===== config.mk =====
export PLATFORM = sky130hd
export DESIGN_NAME = sat_quad_collision
export DESIGN_NICKNAME = d
export VERILOG_FILES = /design/src/design/sqc_pkg.sv /design/src/design/sat_quad_collision.sv
export VERILOG_INCLUDE_DIRS = /design/src /design/src/design
export SDC_FILE = /design/constraint.sdc
export NUM_CORES = 2
export LEC_CHECK = 0
export ABC_CLOCK_PERIOD_IN_PS = 8100
export BUFFER_PORTS_ARGS = -buffer_cell sky130_fd_sc_hd__buf_2
export CORE_UTILIZATION = 28
export DETAILED_ROUTE_END_ITERATION = 6
export SLEW_MARGIN = 20
export SYNTH_ARGS = -nofsm -noshare
export SYNTH_HDL_FRONTEND = slang
export SYNTH_SLANG_ARGS = --single-unit

===== constraint.sdc =====
create_clock -name aclk -period 8.1 [get_ports aclk]
set_input_delay 0.81 -clock aclk [delete_from_list [all_inputs] [get_ports aclk]]
set_output_delay 0.81 -clock aclk [all_outputs]
set_load 0.005 [all_outputs]

===== src/design/assert_macros.svh =====
// Assertion macros shared by the RTL of the quad overlap test.
// Depends on nothing; the including module provides aclk and aresetn.
`ifndef ASSERT_MACROS_SVH
`define ASSERT_MACROS_SVH

// Checked on every rising edge outside of reset.
`define SQC_ASSERT(lbl, prop, msg) \
    lbl: assert property (@(posedge aclk) disable iff (!aresetn) prop) else $error(msg);

// Checked on every rising edge, reset cycles included.
`define SQC_ASSERT_ALWAYS(lbl, prop, msg) \
    lbl: assert property (@(posedge aclk) prop) else $error(msg);

`endif


===== src/design/sqc_pkg.sv =====
// Constants and widths for the separating-axis quad overlap test.
// Depends on nothing; imported by sat_quad_collision.
`timescale 1ns / 1ps

package sqc_pkg;

    localparam int VERTICES    = 4;
    localparam int COORD_WIDTH = 16;

    localparam int IN_COORD_W  = 16;
    localparam int IDX_W       = 2;
    localparam int STORE_DEPTH = 2 * VERTICES;
    localparam int ADDR_W      = $clog2(STORE_DEPTH);
    localparam int EDGE_W      = COORD_WIDTH + 1;
    localparam int PROD_W      = COORD_WIDTH + EDGE_W;
    localparam int DOT_W       = PROD_W + 1;
    localparam int VCMP_W      = $clog2(VERTICES + 1);

    localparam int S_TDATA_W   = 40;
    localparam int M_TDATA_W   = 8;

    localparam int STATE_W     = 4;

endpackage


===== src/design/sat_quad_collision.sv =====
// Top level of the separating-axis overlap test for two convex quads.
// Depends on sqc_pkg and assert_macros.svh.
`timescale 1ns / 1ps
`include "assert_macros.svh"

//  channel | dir | handshake          | payload
//  --------+-----+--------------------+-----------------------------------------
//  s_      | in  | s_tvalid/s_tready  | tdata vertex, tuser quad, tlast run test
//  m_      | out | m_tvalid/m_tready  | tdata collide flag
//
// A vertex request that is not marked last is written to the store and the block
// stays ready for the next one. A last request starts the test: for each of the
// 2*VERTICES axes the block reads the two vertices of its edge and forms the edge
// normal, projects every vertex of both quads through the one shared multiplier
// (x product, y product, sum, interval update) and then decides, so the input
// stays not ready for the whole test, which ends early when an axis separates the
// quads. A result waits in the output register while m_tready is low; the test
// then holds in its final state until the register is free. Reset is
// synchronous and active low; the vertex store is not cleared by it.

module sat_quad_collision
    import sqc_pkg::*;
(
    input  logic                 aclk,
    input  logic                 aresetn,

    input  logic                 s_tvalid,
    output logic                 s_tready,
    // [1:0] vertex_index, [17:2] vertex_x, [33:18] vertex_y, [39:34] zero
    input  logic [S_TDATA_W-1:0] s_tdata,
    // [0] quad_sel
    input  logic                 s_tuser,
    input  logic                 s_tlast,

    output logic                 m_tvalid,
    input  logic                 m_tready,
    // [0] collide, [7:1] zero
    output logic [M_TDATA_W-1:0] m_tdata
);

    // Sequencer states.
    localparam logic [STATE_W-1:0] S_IDLE   = 4'd0;
    localparam logic [STATE_W-1:0] S_RDA    = 4'd1;
    localparam logic [STATE_W-1:0] S_RDB    = 4'd2;
    localparam logic [STATE_W-1:0] S_AXIS   = 4'd3;
    localparam logic [STATE_W-1:0] S_MULX   = 4'd4;
    localparam logic [STATE_W-1:0] S_MULY   = 4'd5;
    localparam logic [STATE_W-1:0] S_ACC    = 4'd6;
    localparam logic [STATE_W-1:0] S_CMP    = 4'd7;
    localparam logic [STATE_W-1:0] S_DECIDE = 4'd8;
    localparam logic [STATE_W-1:0] S_OUT    = 4'd9;

    localparam logic [ADDR_W-1:0] LAST_ADDR  = ADDR_W'(STORE_DEPTH - 1);
    localparam logic [ADDR_W-1:0] QUAD1_BASE = ADDR_W'(VERTICES);
    localparam logic [ADDR_W-1:0] EDGE_WRAP  = ADDR_W'(VERTICES - 1);

    // Input fields.
    logic [IDX_W-1:0]             in_idx;
    logic signed [IN_COORD_W-1:0] in_x;
    logic signed [IN_COORD_W-1:0] in_y;
    logic signed [COORD_WIDTH-1:0] wr_x;
    logic signed [COORD_WIDTH-1:0] wr_y;
    logic [ADDR_W-1:0]            wr_addr;
    logic                         wr_en;
    logic                         in_fire;

    assign in_idx  = s_tdata[IDX_W-1:0];
    assign in_x    = s_tdata[IDX_W +: IN_COORD_W];
    assign in_y    = s_tdata[IDX_W + IN_COORD_W +: IN_COORD_W];
    // Sign extend or wrap the 16-bit input to the stored coordinate width.
    assign wr_x    = COORD_WIDTH'(in_x);
    assign wr_y    = COORD_WIDTH'(in_y);
    assign in_fire = s_tvalid && s_tready;
    // An index beyond the quad writes nothing.
    assign wr_en   = in_fire && ({{(VCMP_W - IDX_W){1'b0}}, in_idx} < VCMP_W'(VERTICES));
    assign wr_addr = ADDR_W'(s_tuser ? (VERTICES + int'(in_idx)) : int'(in_idx));

    // Vertex store, one entry per vertex of both quads, registered read.
    logic signed [COORD_WIDTH-1:0] x_mem [STORE_DEPTH];
    logic signed [COORD_WIDTH-1:0] y_mem [STORE_DEPTH];
    logic signed [COORD_WIDTH-1:0] rd_x_reg;
    logic signed [COORD_WIDTH-1:0] rd_y_reg;
    logic [ADDR_W-1:0]             rd_addr;

    always_ff @(posedge aclk) begin
        if (wr_en) begin
            x_mem[wr_addr] <= wr_x;
            y_mem[wr_addr] <= wr_y;
        end
        rd_x_reg <= x_mem[rd_addr];
        rd_y_reg <= y_mem[rd_addr];
    end

    // Sequencer and datapath registers.
    logic [STATE_W-1:0] state_reg, state_next;
    logic [ADDR_W-1:0]  axis_reg, axis_next;
    logic [ADDR_W-1:0]  vtx_reg, vtx_next;
    logic               m_tvalid_reg, m_tvalid_next;
    logic               collide_reg, collide_next;

    logic signed [COORD_WIDTH-1:0] xa_reg, ya_reg;
    logic signed [EDGE_W-1:0]      ax_reg, ay_reg;
    logic signed [PROD_W-1:0]      p_reg, sum_reg;
    logic signed [DOT_W-1:0]       dot_reg;
    logic signed [DOT_W-1:0]       min0_reg, max0_reg, min1_reg, max1_reg;

    // Second vertex of the current edge, wrapping inside its own quad.
    logic [ADDR_W-1:0] edge_b;
    logic              axis_wraps;
    assign axis_wraps = (axis_reg == EDGE_WRAP) || (axis_reg == LAST_ADDR);
    assign edge_b     = axis_wraps ? (axis_reg - EDGE_WRAP) : (axis_reg + 1'b1);

    always_comb begin
        unique case (state_reg)
            S_RDA:   rd_addr = axis_reg;
            S_RDB:   rd_addr = edge_b;
            S_CMP:   rd_addr = vtx_reg + 1'b1;
            default: rd_addr = vtx_reg;
        endcase
    end

    // The one shared multiplier: x times the axis x, then y times the axis y.
    logic signed [COORD_WIDTH-1:0] mul_a;
    logic signed [EDGE_W-1:0]      mul_b;
    logic signed [PROD_W-1:0]      prod;
    assign mul_a = (state_reg == S_MULX) ? rd_x_reg : rd_y_reg;
    assign mul_b = (state_reg == S_MULX) ? ax_reg : ay_reg;
    assign prod  = mul_a * mul_b;

    // Projection bookkeeping for the vertex now in dot_reg.
    logic in_quad1, first_of_quad, separated;
    assign in_quad1      = (vtx_reg >= QUAD1_BASE);
    assign first_of_quad = (vtx_reg == '0) || (vtx_reg == QUAD1_BASE);
    assign separated     = !((max1_reg >= min0_reg) && (max0_reg >= min1_reg));

    always_comb begin
        state_next    = state_reg;
        axis_next     = axis_reg;
        vtx_next      = vtx_reg;
        m_tvalid_next = m_tvalid_reg && !m_tready;
        collide_next  = collide_reg;
        unique case (state_reg)
            S_IDLE: begin
                if (in_fire && s_tlast) begin
                    axis_next  = '0;
                    state_next = S_RDA;
                end
            end
            S_RDA: begin
                vtx_next   = '0;
                state_next = S_RDB;
            end
            S_RDB:  state_next = S_AXIS;
            S_AXIS: state_next = S_MULX;
            S_MULX: state_next = S_MULY;
            S_MULY: state_next = S_ACC;
            S_ACC:  state_next = S_CMP;
            S_CMP: begin
                if (vtx_reg == LAST_ADDR) begin
                    state_next = S_DECIDE;
                end else begin
                    vtx_next   = vtx_reg + 1'b1;
                    state_next = S_MULX;
                end
            end
            S_DECIDE: begin
                priority if (separated) begin
                    state_next = S_OUT;
                end else if (axis_reg == LAST_ADDR) begin
                    state_next = S_OUT;
                end else begin
                    axis_next  = axis_reg + 1'b1;
                    state_next = S_RDA;
                end
            end
            S_OUT: begin
                // The intervals of the deciding axis stay put here, so the verdict
                // is taken only once the previous result has left.
                if (!m_tvalid_reg || m_tready) begin
                    m_tvalid_next = 1'b1;
                    collide_next  = !separated;
                    state_next    = S_IDLE;
                end
            end
            default: state_next = S_IDLE;
        endcase
    end

    always_ff @(posedge aclk) begin
        if (!aresetn) begin
            state_reg    <= S_IDLE;
            axis_reg     <= '0;
            vtx_reg      <= '0;
            m_tvalid_reg <= 1'b0;
        end else begin
            state_reg    <= state_next;
            axis_reg     <= axis_next;
            vtx_reg      <= vtx_next;
            m_tvalid_reg <= m_tvalid_next;
        end
    end

    // Payload registers, no reset needed.
    always_ff @(posedge aclk) begin
        collide_reg <= collide_next;
        unique case (state_reg)
            S_RDB: begin
                xa_reg <= rd_x_reg;
                ya_reg <= rd_y_reg;
            end
            S_AXIS: begin
                // Edge normal (-(yb - ya), xb - xa).
                ax_reg <= EDGE_W'(ya_reg) - EDGE_W'(rd_y_reg);
                ay_reg <= EDGE_W'(rd_x_reg) - EDGE_W'(xa_reg);
            end
            S_MULX: p_reg <= prod;
            S_MULY: begin
                sum_reg <= p_reg;
                p_reg   <= prod;
            end
            S_ACC: dot_reg <= DOT_W'(sum_reg) + DOT_W'(p_reg);
            S_CMP: begin
                if (in_quad1) begin
                    if (first_of_quad || dot_reg < min1_reg) min1_reg <= dot_reg;
                    if (first_of_quad || dot_reg > max1_reg) max1_reg <= dot_reg;
                end else begin
                    if (first_of_quad || dot_reg < min0_reg) min0_reg <= dot_reg;
                    if (first_of_quad || dot_reg > max0_reg) max0_reg <= dot_reg;
                end
            end
            default: begin
            end
        endcase
    end

    assign s_tready = (state_reg == S_IDLE);
    assign m_tvalid = m_tvalid_reg;
    assign m_tdata  = {{(M_TDATA_W - 1){1'b0}}, collide_reg};

    // A last vertex request always starts a test on the next cycle.
    `SQC_ASSERT(a_last_starts, (s_tvalid && s_tready && s_tlast) |=> (state_reg == S_RDA), "last request did not start the test")
    // A new result only appears from the output state.
    `SQC_ASSERT(a_result_src, $rose(m_tvalid_reg) |-> ($past(state_reg) == S_OUT), "result raised outside the output state")
    // A finished test with a free output register must deliver its result.
    `SQC_ASSERT(a_result_load, ((state_reg == S_OUT) && (!m_tvalid_reg || m_tready)) |=> (m_tvalid_reg && (state_reg == S_IDLE)), "finished test did not load the output register")
    // Reset leaves the block idle with no pending result.
    `SQC_ASSERT_ALWAYS(a_reset_clear, !aresetn |=> (!m_tvalid_reg && (state_reg == S_IDLE)), "reset did not clear control state")

endmodule


# ---- Word level (Yosys, flattened, before mapping)
# Memories as Yosys holds them, arrays and structs flattened. A register that Yosys moved wholly into a read port is not among the register bits.
# Index checks and enable logic that the tools add are counted.
dict set report totals {
  reg_bits 314
  out_inout_bits 10
  wordCells 99
  ram_bits 256
  mem_count 2
}
dict set report classes {
  add_sub_neg 7
  n_eq_ne 18
  bitwise_logic 1
  magnitude_cmp 7
  n_reduce_logical 26
  muxes 21
  mul 1
}
# memory words word_bits read_ports rd_clocked_by_memory_dff write_ports line_no
set mem_list {}
lappend mem_list {x_mem 8 16 1 1 1 sat_quad_collision.sv:79} ;# logic signed [COORD_WIDTH-1:0] x_mem [STORE_DEPTH];
lappend mem_list {y_mem 8 16 1 1 1 sat_quad_collision.sv:80} ;# logic signed [COORD_WIDTH-1:0] y_mem [STORE_DEPTH];
# cell n
set ops {}
lappend ops {{$ge A34 B34 Y1} 2}
lappend ops {{$gt A34 B34 Y1} 2}
lappend ops {{$lt A34 B34 Y1} 2}
lappend ops {{$pmux W4 S10} 1}
lappend ops {{$add A33 B33 Y34} 1}
lappend ops {{$sub A16 B16 Y17} 2}
lappend ops {{$mul A16 B17 Y33} 1}
lappend ops {{$mux W4} 5}
lappend ops {{$mux W3} 6}
lappend ops {{$mux W17} 1}
lappend ops {{$eq A4 B3 Y1 const B} 4}
lappend ops {{$mux W16} 1}
lappend ops {{$pmux W3 S2} 2}
lappend ops {{$reduce_and A3 Y1} 4}
lappend ops {{$eq A3 B3 Y1 const B} 3}
lappend ops {{$pmux W3 S3} 1}
lappend ops {{$eq A4 B2 Y1 const B} 2}
lappend ops {{$eq A4 B4 Y1 const B} 2}
lappend ops {{$ne A2 B2 Y1 const B} 4}
lappend ops {{$logic_or A1 B1 Y1} 7}
lappend ops {{$add A3 B1 Y3 const B} 2}
lappend ops {{$reduce_and A2 Y1} 3}
lappend ops {{$eq A4 B1 Y1 const B} 1}
lappend ops {{$logic_and A1 B1 Y1} 4}
lappend ops {{other kinds (13)} 18}

# ---- Logic depth before layout (Yosys ltp)
dict set report logic_depth {
  depth_word 5
  depth_mapped 29
  depth_no_buf 25
}

# ---- Worst setup path after synthesis
# No wires, ideal clock.
dict set report synth_path {
  kind {register -> register}
  from {reg state_reg[3]}
  to {reg p_reg[28] (data pin)}
  arrival_ps 7011
  slack_ps 831
  stages_incl_launch_ff 27
  setup_time_ps 258
  required_ps 7842
  cell_sequence {dfxtp_1 > buf_2 > nand2b_1 > nor3_1 > buf_4 > buf_2 > nand2_1 > o21ai_1 > nand2_1 > inv_1 > fa_1 > fa_1 > fa_1 > fa_1 > fa_1 > inv_1 > fa_1 > inv_1 > ha_1 > a21o_1 > a21o_1 > a2111oi_0 > o21ai_1 > and3_1 > or2_1 > a21oi_1 > xnor2_1}
}
dict set report synth_between {
  elab_chain_cells 3
  elab_cells_between_ends 4
  classes_between {mul: 1; eq/ne: 1; mux: 2}
}
# element line_no
set synth_rtl {}
lappend synth_rtl {{start: declaration} sat_quad_collision.sv:95} ;# logic [STATE_W-1:0] state_reg, state_next;
lappend synth_rtl {{start signal: assignment} sat_quad_collision.sv:196} ;# state_reg <= state_next;
lappend synth_rtl {{$eq A4 B3 Y1 (*)} {sat_quad_collision.sv:126, sat_quad_collision.sv:127}}
lappend synth_rtl {{$mux W16 or $mux W17 (tied branches)} {sat_quad_collision.sv:126, sat_quad_collision.sv:127}}
lappend synth_rtl {{$mul A16 B17 Y33 (*)} sat_quad_collision.sv:128} ;# assign prod = mul_a * mul_b;
lappend synth_rtl {{via prod[28]} sat_quad_collision.sv:125} ;# logic signed [PROD_W-1:0] prod;
lappend synth_rtl {{end signal: assignment} sat_quad_collision.sv:216} ;# S_MULX: p_reg <= prod;
lappend synth_rtl {{end signal: assignment} sat_quad_collision.sv:219} ;# p_reg <= prod;
lappend synth_rtl {{end: declaration} sat_quad_collision.sv:103} ;# logic signed [PROD_W-1:0] p_reg, sum_reg;
# The timed path passes the listed nets; every way through them passes the cells marked *.
# A chain may end at the register's enable or synchronous reset.

# ---- Worst setup path in the final report
# Same ends and word-level chain as after synthesis.

==> reports/qor.csv <==
stage;metric;value;unit
pwr;finalPower;14.25;mW
yosys;synth_edf_count;559;
pwr;internal_power;8.875;mW
yosys;synth_seq_cells;602;
pwr;switching_share;0.3770;
hold_path;hold_class;input port to register;
placement;post-place-ws;0.4309;ns
pwr;combPwrFrac;0.529;
setup_path;worstSetupStartpointType;register;
timing;fmax;0.1319;GHz
timing;rsz0062_at_grt;false;
global_routing;track_usage;0.1179;
die;dieArea;0.1412;sq mm
die;fp-row-count;136;
cells_and_area;multi_input_area;0.01928;sq mm
cells_and_area;final_area;0.04391;sq mm
yosys;async_flop_share;0;
drt;routed_via_density;4.513;
drt;ant_nets;0;
cts;clk_path_buf_depth;3;
placement;io_buffers;42;
cells_and_area;fillers;13717;
cts;clock_sinks;602;
drt;first_pass_iters;5;
cells_and_area;seq_area;0.01765;sq mm
global_routing;antenna_found_initial;4;
timing;period_share;0.9361;
yosys;ys.warnings.count;0;
cells_and_area;stdcell_count;5211;
drt;drt_iter0_drc;1096;
run_status;outcome;finished, final reports clean;
timing;hold_viol;0;
timing;fin_crit;7.582;ns
cells_and_area;nets;3979;
setup_path;worstPathRequired;8.47;ns
yosys;synth_area_per_cell;12.30;sq um
yosys;netlist_area;0.03913;sq mm
yosys;synth_top_area_frac;0.4290;
yosys;netlist_top_cells_count;edfxtp_1 (559), inv_1 (541), ha_1 (356);
timing;tns;0;ns
yosys;synth.most_common_cell;edfxtp_1;
cells_and_area;syn_to_final_growth;12.22;%
timing;tightestPinTransition;1.002;ns
drt;drt_wl_total;82.55;mm
global_routing;grt_pass1_vias;24585;
die;initial_core_util;0.2835;
yosys;yosys-top-cells-area;edfxtp_1 (43%), fa_1 (14%), ha_1 (11%);
timing;setup_slack;0.5178;ns
global_routing;grt_remaining_overflow;0;
timing;setup_violations;0;
pwr;seqPwrFrac;0.277;
yosys;synth_cell_type_count;74;
cts;clkTransAtPathRegs;0.07;ns
cts;numCtsBuffers;59;
drt;vias;23516;
placement;hpwl;61.39;mm
cts;cts_tree;done;
pwr;vdd_drop_max;375.6;uV
yosys;synth_top_cell_by_area;edfxtp_1;
pwr;p_per_area;324.4;mW/mm^2
timing;holdWs;0.4334;ns
timing;final_max_slew_viol_count;0;
placement;place_inst;5100;
setup_path;r2r_slack;0.52;ns
drt;drc_errors;0;
setup_path;crit_type;register to register;
die;fp.dieW;375.8;um
yosys;ys.flop_type;edfxtp_1;
global_routing;grt_pass1_wl;133.1;mm
die;num_io_pins;56;
cts;clock-root-buffer;clkbuf_16;
setup_path;end_kind;register;
pwr;p_clk_frac;0.194;
pwr;leakagePower;18.04;nW
die;core_area;0.1380;sq mm
global_routing;grt_start_max_net_pins;64;
timing;relSlewSlack;0.3320;
pwr;p_sw;5.370;mW
yosys;syn_inst;3182;
timing;clock_skew;0.03430;ns
placement;gp_congestion;0.8731;
drt;wl_per_cell;15.84;um
yosys;synth-seq-area-share;0.4510;
cells_and_area;utilization;0.3182;
placement;placed_area;0.04196;sq mm
die;die_y;375.8;um
cells_and_area;layout-drive-gt1-share;0.1019;
cts;post_cts_buffers;0;
cells_and_area;reg.largest.list;x_mem: 128 flops, y_mem: 128 flops;
setup_path;arrival;7.95;ns
cts;clkLatencyLatePin;0.64;ns
setup_path;crit_path_max_fanout;47;
cts;htreeDepth;2;
job;cap_violations;0;
cell usage in the layout, fill, tap and decap left out, types with 37 or more instances in the layout:
cell type,instances
nand3_1,41
a21oi_1,118
xnor2_1,66
fa_1,279
dfxtp_1,43
a21o_1,88
nand2_1,189
inv_1,541
buf_4,59
mux4_2,64
clkbuf_16,60
o21ai_0,69
ha_1,356
nand4_1,37
mux2_2,48
buf_2,42
nor2_1,221
edfxtp_1,559
nor3_1,41
layer usage:
metal  vias to the layer above  track usage  routed length [um]
li1                      11319            -                   -
met1                     11599       0.1540               37750
met2                       444       0.2000               38810
met3                       146      0.02022                3795
met4                         8      0.03273                2140
met5                         -            0                  52
cells by family after synthesis:
logic type	after synthesis	share of synthesized area
compound gates	423	0.07061
xor+xnor	80	0.01791
fa+ha+maj	635	0.2566
buf+inv	595	0.06047
flops	602	0.4510
mux	151	0.06063
other cells	1	0.00009584
simple gates	695	0.08266
power by group through the flow:
stage / Sequential [mW] / Clock (mW) / Combinational, mW
final: 3.95 / 2.76 / 7.53
after global routing: 3.96 / 2.95 / 8.82
after CTS: 3.95 / 2.83 / 7.61
after detailed placement: 4.02 / 0 / 7.56
after global placement: 4.02 / 0 / 7.50
after floorplan: 4.01 / 0 / 6.11
path summary, 6_finish.rpt:
path / start / to / cells after the start
min: s_tdata[15] / x_mem[1][13] / 1
max reg2reg: state_reg[3] / p_reg[28] / 24
max: state_reg[3] / p_reg[28] / 24
min reg2reg: p_reg[6] / sum_reg[6] / 0
critical path, cell delays in order, from the launching register on:
cell	delay, ns
dfxtp_1	0.31
nand2b_1	0.30
nor3_2	0.30
buf_12	0.29
nand2_1	0.09
o21ai_1	0.49
nand2_1	0.17
fa_1	0.52
fa_1	0.51
fa_1	0.55
inv_1	0.07
fa_1	0.48
fa_1	0.49
inv_1	0.05
fa_1	0.47
inv_1	0.04
ha_1	0.34
a211o_1	0.32
or4_1	0.42
a21oi_2	0.25
o21ai_1	0.17
and3_1	0.21
or2_1	0.20
a21oi_1	0.17
xnor2_1	0.07
repair_timing:
item                                    4_1_cts  5_1_grt
hold buffers                                  0        0
endpoints found under the setup margin        0        3
gates resized for setup                       0        4
layout make-up:
type | instances | area share
antenna | 2 | 0.0001140
clock buffer | 78 | 0.03619
clock inverter | 31 | 0.007666
inverter | 541 | 0.04625
multi-input combinational | 1991 | 0.4392
sequential | 602 | 0.4019
tap | 1863 | 0.05309
timing repair buffer | 103 | 0.01559
No activity file was read; power rests on OpenSTA's default activity.
